--- src/rtl/tics_pkg.sv ---
// Shared widths and command codes for the tabulated inverse-CDF sampler.
package tics_pkg;

  localparam int DATA_W = 32;  // CDF, uniform and energy words
  localparam int IDX_W  = 8;   // entry index field
  localparam int CNT_W  = 9;   // entry count register

  localparam logic CMD_LOAD   = 1'b0;
  localparam logic CMD_SAMPLE = 1'b1;

  typedef logic [DATA_W-1:0] word_t;

endpackage

--- src/rtl/tics_div.sv ---
// Restoring divider, one quotient bit per cycle; quotient must fit in one word.
module tics_div
  import tics_pkg::*;
(
  input  logic                clk_i,
  input  logic                rst_ni,
  input  logic                start_i,
  input  logic [2*DATA_W-1:0] dividend_i,
  input  word_t               divisor_i,
  output logic                done_o,
  output word_t               quot_o
);

  localparam int SW = $clog2(DATA_W);

  word_t          rem_q;
  word_t          quo_q;
  word_t          div_q;
  logic [SW-1:0]  cnt_q;
  logic           busy_q;
  logic           done_q;
  logic [DATA_W+1:0] trial;
  logic           fits;

  // remainder stays below divisor, so the shifted value fits in DATA_W+1 bits
  assign trial = {1'b0, rem_q, quo_q[DATA_W-1]} - {2'b00, div_q};
  assign fits  = ~trial[DATA_W+1];

  always_ff @(posedge clk_i or negedge rst_ni) begin
    if (!rst_ni) begin
      busy_q <= 1'b0;
      done_q <= 1'b0;
      cnt_q  <= '0;
    end else begin
      done_q <= 1'b0;
      if (start_i) begin
        busy_q <= 1'b1;
        cnt_q  <= '0;
      end else if (busy_q) begin
        cnt_q <= cnt_q + SW'(1);
        if (cnt_q == SW'(DATA_W - 1)) begin
          busy_q <= 1'b0;
          done_q <= 1'b1;
        end
      end
    end
  end

  always_ff @(posedge clk_i) begin
    if (start_i) begin
      rem_q <= dividend_i[2*DATA_W-1:DATA_W];
      quo_q <= dividend_i[DATA_W-1:0];
      div_q <= divisor_i;
    end else if (busy_q) begin
      rem_q <= fits ? trial[DATA_W-1:0] : {rem_q[DATA_W-2:0], quo_q[DATA_W-1]};
      quo_q <= {quo_q[DATA_W-2:0], fits};
    end
  end

  assign done_o = done_q;
  assign quot_o = quo_q;

endmodule

--- config.mk ---
export PLATFORM = sky130hd
export DESIGN_NAME = tics_div
export DESIGN_NICKNAME = d
export VERILOG_FILES = /design/src/rtl/tics_pkg.sv /design/src/rtl/tics_div.sv
export SDC_FILE = /design/constraint.sdc
export NUM_CORES = 1
export LEC_CHECK = 0
export BUFFER_PORTS_ARGS = -buffer_cell sky130_fd_sc_hd__buf_4
export CORE_UTILIZATION = 27
export DETAILED_ROUTE_END_ITERATION = 12
export SETUP_SLACK_MARGIN = 0.3
export SYNTH_ARGS = -nofsm -noshare
export SYNTH_HDL_FRONTEND = slang
export SYNTH_SLANG_ARGS = --single-unit
export TNS_END_PERCENT = 50
--- constraint.sdc ---
create_clock -name clk_i -period 5.35 [get_ports clk_i]
set_clock_uncertainty 0.15 [all_clocks]
set_input_delay 0.535 -clock clk_i [delete_from_list [all_inputs] [get_ports clk_i]]
set_output_delay 0.535 -clock clk_i [all_outputs]
set_load 0.02 [all_outputs]
# --- Word level (Yosys, flattened, before mapping) ---
# Cells that the tools add are included.
classes:
  eq_ne: 1
  shifts: 0
  mux: 13
  addsub: 2
  n_bitwise: 1
  div: 0
  mul: 0
  order_cmp: 0
  reduce_logical: 1
ops:
  columns: ["operator", "n"]
  rows:
  - ["2-to-1 mux 32 bit", 5]
  - ["subtractor 33 x 32 -> 34 bit", 1]
  - ["2-to-1 mux 5 bit", 2]
  - ["2-to-1 mux 1 bit", 6]
  - ["adder 5 x 1 -> 5 bit (second input constant)", 1]
  - ["== test 5 bit (second input constant)", 1]
  - ["nonzero test 2 bit", 1]
  - ["NOT 1 bit", 1]
word_totals:
  ram_bits: 0
  rom_bits: 0
  output_inout_bits: 33
  latch_bits: 0
  input_bits: 99
  elab_cells: 24
  regBits: 103
  mem_count: 0

# --- Depth between registers and ports, before layout ---
# Gate-level depths: netlist (run 1).
logic_depth:
  word_depth: 4
  mapped_depth: 14
  depth_no_buf: 12

# --- Worst setup path after synthesis (run 1) ---
# No wires, ideal clock.
synth_timing:
  path_kind: "input to register"
  startpoint: "input start_i"
  endpoint: "register quo_q[0] (netlist: quot_o[0]) (enable)"
  n_path_buf: 3
  cell_stages: 5
  path_slack_ns: 2.098
  required_time_ns: 4.512
  setup_ns: 0.688
  arrival_ns: 2.414
  cell_sequence: "clkbuf_1 > inv_1 > clkbuf_1 > buf_1 > nand2_1"
synth_via:
  elab_chain_cells: 1
synth_lines:
  columns: ["element", "line", "source"]
  rows:
  - ["from (decl)", "tics_div.sv:7", "input logic start_i,"]
  - ["nonzero test 2 bit (no source line)", null, null]
  - ["to (signal assigned)", "tics_div.sv:52", "quo_q <= dividend_i[DATA_W-1:0];"]
  - ["to (signal assigned)", "tics_div.sv:56", "quo_q <= {quo_q[DATA_W-2:0], fits};"]
  - ["to (decl)", "tics_div.sv:17", "word_t quo_q;"]
# No other way between the ends.
# A chain may end at the register's enable or synchronous reset.

# --- Worst setup path after layout (run 1) ---
layout_timing:
  startpoint: "register quo_q[31] (netlist: quot_o[31])"
  endpoint: "register rem_q[30] (data pin)"
layout_via:
  elab_chain_cells: 4
layout_lines:
  columns: ["element", "line", "source"]
  rows:
  - ["subtractor 33 x 32 -> 34 bit", "tics_div.sv:26", "assign trial = {1'b0, rem_q, quo_q[DATA_W-1]} - {2'b00, div_q};"]
  - ["2-to-1 mux 32 bit", "tics_div.sv:55", "rem_q <= fits ? trial[DATA_W-1:0] : {rem_q[DATA_W-2:0], quo_q[DATA_W-1]};"]
  - ["2-to-1 mux 32 bit", "tics_div.sv:54", "end else if (busy_q) begin"]
  - ["2-to-1 mux 32 bit", "tics_div.sv:50", "if (start_i) begin"]
  - ["to (signal assigned)", "tics_div.sv:51", "rem_q <= dividend_i[2*DATA_W-1:DATA_W];"]
  - ["to (signal assigned)", "tics_div.sv:55", null]
  - ["to (decl)", "tics_div.sv:16", "word_t rem_q;"]
# No other way between the ends. The select of a mux whose other input is x is not followed.

==> results of run 1 <==
[worst max-delay path: cells and delay by family, from the launching register on]
kind / cells / cell delay [ns]
fa+ha+maj: 2 / 0.59
compound gates: 5 / 0.92
flops: 1 / 0.36
buf+inv: 1 / 0.06
simple gates: 4 / 0.99
[power groups by stage]
stage	Combinational, mW	Sequential, mW	Clock, mW
after floorplan	1.33	1.24	0
after global placement	1.78	1.22	0
after detailed placement	1.78	1.22	0
after CTS	1.79	1.21	0.756
after global routing	2.00	1.24	0.776
final	1.78	1.21	0.727
[state kept, by name, indices dropped and copies added, names as in the netlist]
register,count
div_q,32
quot_o,32
rem_q,32
cnt_q,5
busy_q,1
done_o,1
[cell type report]
cell class	count	area share
clock buffer	9	0.0296
timing repair buffer	137	0.135
tap	280	0.0460
multi-input combinational	369	0.354
clock inverter	7	0.0128
sequential	103	0.402
inverter	40	0.0197
[logic make-up (layout without fill, tap and decap cells)]
group	after synthesis	in the layout	synth area share
simple gates	122	122	0.104
xor+xnor	25	25	0.0365
flops	103	103	0.510
mux	37	37	0.0689
buf+inv	61	193	0.0413
fa+ha+maj	35	35	0.0743
compound gates	150	150	0.165
[cells in the mapped netlist (all sizes together) (3+ instances only)]
cell type / count
nand2b: 6
and2: 6
a21oi: 56
xnor2: 9
o211ai: 4
nand3: 9
a211oi: 4
dfrtp: 7
o21ai: 19
nand2: 45
or2: 3
a21o: 18
a31oi: 6
nand4: 5
ha: 34
edfxtp: 96
o21bai: 4
a2bb2oi: 24
buf: 14
mux2: 34
inv: 40
clkbuf: 7
nor2: 22
and3: 11
xor2: 16
mux2i: 3
or3: 3
[layer usage]
layer	vias up	GRT usage	wire length, um
li1	2228	-	-
met1	2184	0.172	6740
met2	128	0.221	6850
met3	11	0.0461	1090
met4	0	0.0360	161
met5	-	0	0
[path summary, 6_finish.rpt]
kind | startpoint | cells after the start | endpoint | slack [ns]
min in group asynchronous | rst_ni | 2 | cnt_q[2] | 0.36
max | quot_o[31] | 12 | rem_q[30] | 2.04
min | divisor_i[4] | 1 | div_q[4] | 0.19
min reg2reg | cnt_q[4] | 2 | cnt_q[4] | 0.38
max reg2reg | quot_o[31] | 12 | rem_q[30] | 2.04
max in group asynchronous | rst_ni | 2 | cnt_q[4] | 4.56
[stage by stage]
step	cell area [um2]	instances	total power, mW	hold slack [ns]
2_1_floorplan	6000	533	2.56	0.0894
3_3_place_gp	7280	928	3.00	0.203
3_5_place_dp	7280	928	3.00	0.207
4_1_cts	7610	945	3.76	0.177
5_1_grt	7610	945	4.01	0.176
6_report	7610	945	3.72	0.193
[placed cells by master (no fill, tap or decap), types with 2 or more instances in the layout]
master	count
sky130_fd_sc_hd__a2bb2oi_1	24
sky130_fd_sc_hd__inv_1	40
sky130_fd_sc_hd__dfrtp_1	7
sky130_fd_sc_hd__nand2b_1	6
sky130_fd_sc_hd__mux2_2	34
sky130_fd_sc_hd__nor2_1	22
sky130_fd_sc_hd__xor2_1	16
sky130_fd_sc_hd__xnor2_1	9
sky130_fd_sc_hd__o21ai_0	18
sky130_fd_sc_hd__nand4_1	4
sky130_fd_sc_hd__inv_6	2
sky130_fd_sc_hd__a31oi_1	6
sky130_fd_sc_hd__ha_1	34
sky130_fd_sc_hd__buf_4	136
sky130_fd_sc_hd__nor3b_1	2
sky130_fd_sc_hd__mux2i_1	3
sky130_fd_sc_hd__or2_2	3
sky130_fd_sc_hd__clkbuf_16	9
sky130_fd_sc_hd__o21bai_1	4
sky130_fd_sc_hd__inv_8	3
sky130_fd_sc_hd__or3_1	2
sky130_fd_sc_hd__nor2b_1	2
sky130_fd_sc_hd__o211ai_1	4
sky130_fd_sc_hd__a21oi_1	53
sky130_fd_sc_hd__and2_1	5
sky130_fd_sc_hd__or4_1	2
sky130_fd_sc_hd__and3_1	9
sky130_fd_sc_hd__nand2_1	43
sky130_fd_sc_hd__a21o_1	17
sky130_fd_sc_hd__nand3_1	8
sky130_fd_sc_hd__a211oi_1	3
sky130_fd_sc_hd__a21oi_2	3
sky130_fd_sc_hd__a22oi_1	2
sky130_fd_sc_hd__o22ai_1	2
sky130_fd_sc_hd__nand2_2	2
sky130_fd_sc_hd__and3b_1	2
sky130_fd_sc_hd__edfxtp_1	96
sky130_fd_sc_hd__o21a_1	2
[repair_timing]
item                                   4_1_cts  5_1_grt
gates resized for setup                      0        0
endpoints found under the hold margin        7        0
hold buffers                                 1        0
==> results.md, run 1 <==
* **power density cells** 488 nW/um2
* **share of the core filled with cells** 0.349
* **synthesized netlist cell count** 533
* **worst-case vdd ir drop** 0.000180 V
* **CTS H-tree depth** 3
* **number of vias after detailed routing** 4551
* **crit-path max FO** 4
* **routability-driven placement congestion ratio** 0.843
* **max_cap viols** 0
* **Final Routed Wirelength** 14.9 mm
* **TritonCTS Buffers** 9
* **share of power burned in registers** 0.326
* **post-route worst setup slack** 2.04 ns
* **cell leakage power** 3.34 nW
* **global-route wire length before repair** 23.7 mm
* **buffers inserted by post-CTS timing repair** 0
* **worst-case clock buffer depth** 2
* **result of the run** complete, no violations
* **area of the die** 22800 um2
* **relative contribution of combinational cells to total power** 0.478
* **number of global-route vias before repair** 4574
* **synthesized cell area** 6000 um2
* **area taken by flip-flops and latches** 3060 um2
* **register bit count reported by yosys** 103
* **Initial Utilization** 0.275
* **Mapped Avg Cell Area** 11.3 um2
* **endpoint class of the critical path** flop
* **final antenna diode count** 0
* **final hold viol count** 0
* **max-slew headroom at the worst pin** 0.260
* **most frequent CP cell** sky130_fd_sc_hd__a21oi_1
* **TritonCTS sink count** 103
* **switching power share of the total** 0.393
* **setup violators final** 0
* **RSZ-0062 raised after global routing** no
* **Fin Setup TNS** 0 ns
* **ratio of cells with drive above 1 in the final layout** 0.308
* **slowest stage cell on the critical path** sky130_fd_sc_hd__or4_1
* **cell types occupying the most area after synthesis** sky130_fd_sc_hd__edfxtp_1, sky130_fd_sc_hd__ha_1, sky130_fd_sc_hd__mux2_2
* **sw power** 1.46 mW
* **via-per-instance ratio** 4.82
* **Async S/R FF share, synth** 0.0680
* **worst-path cell chain** inv_1 -> ha_1 -> fa_1 -> nand2b_1 -> a21oi_1 -> a21oi_1 -> a211oi_4 -> o21ai_2 -> nand3_2 -> a21oi_2 -> or4_1 -> and3b_1
* **overall die height** 151 um
* **CTS tree** yes
* **root buffer cell** sky130_fd_sc_hd__clkbuf_16
* **fillers** 2233
* **sort of element at the start of the critical path** flop
* **placed wire-length estimate after detailed placement** 10.7 mm
* **WS Path Type** flop to flop
* **worst endpoint required time** 5.33 ns
* **initial antenna violation count** 0
* **count of different cell masters after synthesis** 62
* **core footprint** 21800 um2
* **sequential fraction of the synthesis area** 0.510
* **number of nets with antenna violations after detailed routing** 0
* **CP Data Arrival Time** 3.29 ns
* **design internal power** 2.26 mW
* **pin count of the biggest net entering global routing** 63
* **Post-Synthesis Net Count** 667
* **DRC** 0
* **total I/O pin count** 132
* **maximum clock rate** 302 MHz
* **clock power share** 0.196
* **detailed-route wire length per cell** 15.7 um
* **count of port buffers added during placement** 131
* **total congestion overflow** 0
* **largest stage delay on the critical path** 0.50 ns
* **number of nets in the layout** 794
* **post-synth top area cell** sky130_fd_sc_hd__edfxtp_1
* **clock period minus worst slack** 3.31 ns
* **max-slew violation total from the final report** 0
* **fraction of post-synthesis cell area in the top cell type by area** 0.481
* **Detailed Route Iter0 Violations** 251
* **clock-pin transition on the worst setup and hold timing paths** 0.08 ns
* **most frequently used flop master after synthesis** sky130_fd_sc_hd__edfxtp_1
* **post-synthesis to final-layout area growth** 26.9%
* **Post-synth EDFFs** 96
* **pre-CTS WS** 2.01 ns
* **area of the multi-input gates** 2700 um2
* **die extent in x** 151 um
* **# rows** 54
* **insertion delay of the later-clocked pin in the worst-skew pair** 0.36 ns
* **class of the tightest hold or removal check** input port to flop
* **ratio of final minimum period to clock period** 0.619
* **First-pass DRT Iterations** 6
* **aggregate global-route resource usage** 0.136
* **Yosys warning count** 0
* **transition at the pin with the smallest max-transition slack** 1.11 ns
Note: power is estimated with default switching activity, not from simulation.
==> run 2, diff against run 1 <==
clock period = 2.94 ns   (was 5.35 ns; I/O delays follow)
==> results.md, run 2 (synthesis results as in run 1) <==
* **result of the run** complete, no violations, unchanged
* **pin count of the biggest net entering global routing** 101, was 63
* **routability-driven placement congestion ratio** 0.851, was 0.843
* **ratio of final minimum period to clock period** 0.990, was 0.619
* **die extent in x** 151 um, unchanged
* **sw power** 3.18 mW, was 1.46 mW
* **CTS H-tree depth** 3, unchanged
* **pre-CTS WS** -0.0800 ns, was 2.01 ns
* **post-route worst setup slack** 0.0301 ns, was 2.04 ns
* **Final Routed Wirelength** 16.7 mm, was 14.9 mm
* **number of nets with antenna violations after detailed routing** 0, unchanged
* **insertion delay of the later-clocked pin in the worst-skew pair** 0.36 ns, about the same
* **aggregate global-route resource usage** 0.147, was 0.136
* **fillers** 2075, was 2233
* **via-per-instance ratio** 4.73, was 4.82
* **placed wire-length estimate after detailed placement** 11.2 mm, was 10.7 mm
* **ratio of cells with drive above 1 in the final layout** 0.435, was 0.308
* **WS Path Type** flop to flop, unchanged
* **setup violators final** 0, unchanged
* **# rows** 54, unchanged
* **cell leakage power** 3.84 nW, was 3.34 nW
* **TritonCTS sink count** 103, unchanged
* **minimum hold slack** 0.0797 ns, was 0.193 ns
* **initial antenna violation count** 1, was 0
* **post-synthesis to final-layout area growth** 49.6%, was 26.9%
* **relative contribution of combinational cells to total power** 0.578, was 0.478
* **timing endpoint of the critical path** rem_q[19], was rem_q[30]
* **count of port buffers added during placement** 131, unchanged
* **number of global-route vias before repair** 5021, was 4574
* **TritonCTS Buffers** 9, unchanged
* **Detailed Route Iter0 Violations** 267, was 251
* **most frequent standard cell in the layout excluding fill and tap cells** sky130_fd_sc_hd__buf_4, unchanged
* **RSZ-0062 raised after global routing** yes, was no
* **worst-case vdd ir drop** 0.000360 V, was 0.000180 V
* **class of the tightest hold or removal check** input port to flop, unchanged
* **clock power share** 0.148, was 0.196
* **total congestion overflow** 0, unchanged
* **First-pass DRT Iterations** 4, was 6
* **post-route insts no fill** 1044, was 945
* **clock-pin transition on the worst setup and hold timing paths** 0.08 ns, about the same
* **final hold viol count** 0, unchanged
* **CP Launch Point** rem_q[15], was quot_o[31]
* **worst-case clock buffer depth** 2, unchanged
* **detailed-route wire length per cell** 16.0 um, was 15.7 um
* **area of the die** 22800 um2, unchanged
* **clock period minus worst slack** 2.91 ns, was 3.31 ns
* **CP Data Arrival Time** 2.98 ns, was 3.29 ns
* **transition at the pin with the smallest max-transition slack** 0.602 ns, was 1.11 ns
* **worst endpoint required time** 3.01 ns, was 5.33 ns
* **CTS tree** yes, unchanged
* **power density cells** 920 nW/um2, was 488 nW/um2
* **number of cells in the design after placement** 959, was 928
* **number of nets in the layout** 892, was 794
* **overall die height** 151 um, unchanged
* **most used cells in the layout excluding fill and tap cells** sky130_fd_sc_hd__buf_4, sky130_fd_sc_hd__edfxtp_1, sky130_fd_sc_hd__nand2_1, was sky130_fd_sc_hd__buf_4, sky130_fd_sc_hd__edfxtp_1, sky130_fd_sc_hd__a21oi_1
* **design internal power** 5.07 mW, was 2.26 mW
* **global-route wire length before repair** 25.7 mm, was 23.7 mm
* **share of power burned in registers** 0.274, was 0.326
* **Reg2Reg Depth** 16, was 12
* **crit-path max FO** 7, was 4
* **switching power share of the total** 0.386, was 0.393
* **Reg2Reg Launch Point** rem_q[15], was quot_o[31]
* **root buffer cell** sky130_fd_sc_hd__clkbuf_16, unchanged
* **endpoint class of the critical path** flop, unchanged
* **core footprint** 21800 um2, unchanged
* **Reg2Reg Setup Slack** 0.03 ns, was 2.04 ns
* **DRC** 0, unchanged
* **sort of element at the start of the critical path** flop, unchanged
* **max-slew violation total from the final report** 0, unchanged
* **total I/O pin count** 132, unchanged
* **FF-to-FF End** rem_q[19], was rem_q[30]
* **max-slew headroom at the worst pin** 0.598, was 0.260
* **max_cap viols** 0, unchanged
* **number of vias after detailed routing** 4935, was 4551
* **Initial Utilization** 0.275, unchanged
* **maximum clock rate** 344 MHz, was 302 MHz
==> run 2: cell count changes in the layout (fill, tap and decap cells not counted), moves of 10 or more <==
cell / delta
sky130_fd_sc_hd__ha_4: +13
sky130_fd_sc_hd__a21oi_2: +12
sky130_fd_sc_hd__buf_6: +10
sky130_fd_sc_hd__ha_1: -15
sky130_fd_sc_hd__a21oi_1: -20
sky130_fd_sc_hd__dlygate4sd3_1: +32
sky130_fd_sc_hd__buf_4: +49
==> run 2: metrics by stage <==
| step | util | setup TNS (ns) | area (um2) | power, mW |
|---|---|---|---|---|
| 2_1_floorplan | - | -0.0592 | 6030 | 4.69 |
| 3_3_place_gp | 0.347 | -0.0553 | 7570 | 5.87 |
| 3_5_place_dp | 0.347 | -0.703 | 7570 | 5.87 |
| 4_1_cts | 0.397 | 0 | 8660 | 7.81 |
| 5_1_grt | 0.411 | -0.454 | 8970 | 8.80 |
| 6_report | 0.411 | 0 | 8970 | 8.25 |
==> run 2: metal layers <==
| layer | vias up | global-route usage | wire, um |
|---|---|---|---|
| met5 | - | 0 | 0 |
| met4 | 0 | 0.0560 | 296 |
| met3 | 19 | 0.0386 | 1030 |
| met2 | 142 | 0.242 | 8010 |
| met1 | 2345 | 0.184 | 7350 |
| li1 | 2429 | - | - |
==> run 2: area by class of cell <==
class                   instances  area, um2  area share
diodes                          1       2.50    0.000279
multi-input cells             369       3160       0.352
repair buffers                235       1960       0.219
clock inverters                 6       52.6     0.00586
flip-flops and latches        103       3060       0.341
inverters                      40        150      0.0167
clock buffers                  10        239      0.0266
well taps                     280        350      0.0390
==> run 2: worst min path at each step <==
stage / start / to / slack (ns) / cells after the start
detailed placement: rst_ni / done_o / -0.04 / 1
floorplan: rst_ni / busy_q / -0.15 / 0
finish: dividend_i[12] / quot_o[12] / 0.08 / 2
global route: dividend_i[9] / quot_o[9] / 0.07 / 2
CTS: dividend_i[12] / quot_o[12] / 0.06 / 2
global placement: rst_ni / done_o / -0.04 / 1
==> run 2: power groups by stage <==
stage | sequential (mW) | combinational (mW) | clock [mW]
floorplan | 2.25 | 2.45 | 0
global placement | 2.23 | 3.65 | 0
detailed placement | 2.23 | 3.65 | 0
CTS | 2.24 | 4.30 | 1.27
global route | 2.30 | 5.20 | 1.30
finish | 2.26 | 4.77 | 1.22
==> run 2: critical path: stages (launching register included) <==
cell	delay [ns]
sky130_fd_sc_hd__edfxtp_1	0.44
sky130_fd_sc_hd__ha_4	0.33
sky130_fd_sc_hd__nand3_1	0.13
sky130_fd_sc_hd__nor2_1	0.18
sky130_fd_sc_hd__a22oi_2	0.10
sky130_fd_sc_hd__buf_4	0.15
sky130_fd_sc_hd__buf_4	0.12
sky130_fd_sc_hd__buf_4	0.12
sky130_fd_sc_hd__buf_4	0.12
sky130_fd_sc_hd__buf_4	0.12
sky130_fd_sc_hd__buf_4	0.12
sky130_fd_sc_hd__buf_4	0.13
sky130_fd_sc_hd__nand3_2	0.07
sky130_fd_sc_hd__a21o_1	0.12
sky130_fd_sc_hd__xor2_1	0.16
sky130_fd_sc_hd__nand2_1	0.08
sky130_fd_sc_hd__a2bb2oi_2	0.13
==> run 2: repair_timing <==
item | CTS | global route
setup buffers | 25 | 9
pin swaps | 31 | 33
setup endpoints to repair | 33 | 33
hold buffers | 33 | 0
hold endpoints to repair | 39 | 0
gates resized for setup | 44 | 48
gates cloned | 1 | 0
==> run 3, diff against run 2 <==
CELL_PAD_IN_SITES_DETAIL_PLACEMENT = 0   (was not set)
CELL_PAD_IN_SITES_GLOBAL_PLACEMENT = 1   (was not set)
PLACE_DENSITY_LB_ADDON = 0.1   (was not set)
==> results.md, run 3 (synthesis results as in run 1) <==
* **result of the run** complete, no violations, unchanged
* **total congestion overflow** 0, unchanged
* **TritonCTS Buffers** 9, unchanged
* **CTS tree** yes, unchanged
* **DRC** 0, unchanged
* **Total Power** 8.37 mW, was 8.25 mW
* **maximum clock rate** 342 MHz, was 344 MHz
* **final antenna diode count** 0, was 1
* **count of port buffers added during placement** 131, unchanged
* **CTS H-tree depth** 3, unchanged
* **total I/O pin count** 132, unchanged
* **cell leakage power** 3.88 nW, was 3.84 nW
* **most used cells in the layout excluding fill and tap cells** sky130_fd_sc_hd__buf_4, sky130_fd_sc_hd__edfxtp_1, sky130_fd_sc_hd__inv_1, was sky130_fd_sc_hd__buf_4, sky130_fd_sc_hd__edfxtp_1, sky130_fd_sc_hd__nand2_1
* **design internal power** 5.08 mW, was 5.07 mW
* **clock-pin transition on the worst setup and hold timing paths** 0.09 ns, was 0.08 ns
* **crit-path max FO** 4, was 7
* **WS Path Type** flop to flop, unchanged
* **ratio of cells with drive above 1 in the final layout** 0.441, was 0.435
* **final instance area** 9030 um2, was 8970 um2
* **aggregate global-route resource usage** 0.153, was 0.147
* **Initial Utilization** 0.275, unchanged
* **max_cap viols** 0, unchanged
* **class of the tightest hold or removal check** input port to flop, unchanged
* **die extent in x** 151 um, unchanged
* **share of power burned in registers** 0.270, was 0.274
* **Detailed Route Iter0 Violations** 179, was 267
* **Final Routed Wirelength** 16.8 mm, was 16.7 mm
* **max-slew headroom at the worst pin** 0.595, was 0.598
* **most frequent standard cell in the layout excluding fill and tap cells** sky130_fd_sc_hd__buf_4, unchanged
* **worst endpoint required time** 2.91 ns, was 3.01 ns
* **# rows** 54, unchanged
* **routability-driven placement congestion ratio** 0.800, was 0.851
* **sw power** 3.29 mW, was 3.18 mW
* **CP Data Arrival Time** 2.89 ns, was 2.98 ns
* **via-per-instance ratio** 4.69, was 4.73
* **overall die height** 151 um, unchanged
* **worst-case vdd ir drop** 0.000331 V, was 0.000360 V
* **transition at the pin with the smallest max-transition slack** 0.606 ns, was 0.602 ns
* **area of the die** 22800 um2, unchanged
* **final hold viol count** 0, unchanged
* **ratio of final minimum period to clock period** 0.994, was 0.990
* **switching power share of the total** 0.394, was 0.386
* **RSZ-0062 raised after global routing** yes, unchanged
* **relative contribution of combinational cells to total power** 0.576, was 0.578
* **area taken by flip-flops and latches** 3060 um2, unchanged
* **number of nets in the layout** 896, was 892
* **detailed-route wire length per cell** 16.0 um, about the same
* **max-slew violation total from the final report** 0, unchanged
* **clock period minus worst slack** 2.92 ns, was 2.91 ns
* **number of nets with antenna violations after detailed routing** 0, unchanged
* **clock power share** 0.154, was 0.148
* **core footprint** 21800 um2, unchanged
* **global-route wire length before repair** 27.0 mm, was 25.7 mm
* **sort of element at the start of the critical path** flop, unchanged
* **insertion delay of the later-clocked pin in the worst-skew pair** 0.37 ns, was 0.36 ns
* **endpoint class of the critical path** flop, unchanged
* **placed wire-length estimate after detailed placement** 11.6 mm, was 11.2 mm
* **minimum hold slack** 0.0693 ns, was 0.0797 ns
* **cell area after placement** 7600 um2, was 7570 um2
* **setup violators final** 0, unchanged
* **power density cells** 927 nW/um2, was 920 nW/um2
* **area of the multi-input gates** 3180 um2, was 3160 um2
* **pin count of the biggest net entering global routing** 101, unchanged
* **worst-case clock buffer depth** 2, unchanged
* **number of global-route vias before repair** 5231, was 5021
* **TritonCTS sink count** 103, unchanged
* **First-pass DRT Iterations** 4, unchanged
* **number of vias after detailed routing** 4911, was 4935
* **post-synthesis to final-layout area growth** 50.6%, was 49.6%
* **root buffer cell** sky130_fd_sc_hd__clkbuf_16, unchanged
* **fillers** 2143, was 2075
* **initial antenna violation count** 1, unchanged
## run 3: stage by stage
stage | std cells | setup slack [ns] | TNS [ns] | utilization
2_1_floorplan | 533 | -0.0592 | -0.0592 | -
3_5_place_dp | 961 | -0.119 | -0.816 | 0.348
5_1_grt | 1047 | -0.0553 | -0.0878 | 0.414
4_1_cts | 1037 | 0.0703 | 0 | 0.401
6_report | 1047 | 0.0188 | 0 | 0.414
3_3_place_gp | 961 | -0.0529 | -0.122 | 0.348
## run 3: power by group through the flow
| stage | Clock [mW] | Sequential [mW] | Combinational [mW] |
|---|---|---|---|
| 6_report | 1.29 | 2.26 | 4.82 |
| 2_1_floorplan | 0 | 2.25 | 2.45 |
| 4_1_cts | 1.35 | 2.25 | 4.43 |
| 3_5_place_dp | 0 | 2.23 | 3.74 |
| 5_1_grt | 1.40 | 2.30 | 5.28 |
| 3_3_place_gp | 0 | 2.23 | 3.77 |
## run 3: critical path, stage by stage, from the launching register on
cell	delay, ns
sky130_fd_sc_hd__edfxtp_1	0.46
sky130_fd_sc_hd__ha_4	0.30
sky130_fd_sc_hd__o211ai_1	0.11
sky130_fd_sc_hd__a21oi_2	0.17
sky130_fd_sc_hd__o211ai_1	0.18
sky130_fd_sc_hd__nand3_1	0.14
sky130_fd_sc_hd__and2_4	0.19
sky130_fd_sc_hd__a21oi_4	0.07
sky130_fd_sc_hd__a21o_1	0.22
sky130_fd_sc_hd__or4_1	0.51
sky130_fd_sc_hd__and3b_1	0.18
## run 3: worst paths after layout
path | slack [ns] | cells after the start | endpoint | startpoint
max | 0.02 | 10 | rem_q[30] | rem_q[1]
min | 0.07 | 2 | quot_o[10] | dividend_i[10]
max reg2reg | 0.02 | 10 | rem_q[30] | rem_q[1]
min reg2reg | 0.39 | 2 | cnt_q[4] | cnt_q[4]
max in group asynchronous | 2.39 | 2 | cnt_q[4] | rst_ni
min in group asynchronous | 0.12 | 2 | cnt_q[3] | rst_ni
## run 3: timing repair
| item | 4_1_cts | 5_1_grt |
|---|---|---|
| setup buffers | 27 | 10 |
| hold buffers | 33 | 0 |
| pin swaps | 32 | 30 |
| setup endpoints to repair | 33 | 33 |
| resized for setup | 53 | 44 |
| hold endpoints to repair | 39 | 0 |
## run 3: layout make-up
type,count,share of cell area
Tap cell,280,0.0388
Inverter,40,0.0166
Multi-Input combinational cell,369,0.352
Clock inverter,7,0.00998
Clock buffer,9,0.0249
Sequential cell,103,0.339
Timing Repair Buffer,239,0.219
## run 3: routing by layer
| metal | vias up | routed length, um | global-route usage |
|---|---|---|---|
| met2 | 100 | 7890 | 0.252 |
| met5 | - | 17 | 0 |
| met4 | 2 | 141 | 0.0300 |
| li1 | 2431 | - | - |
| met3 | 10 | 969 | 0.0506 |
| met1 | 2368 | 7760 | 0.195 |
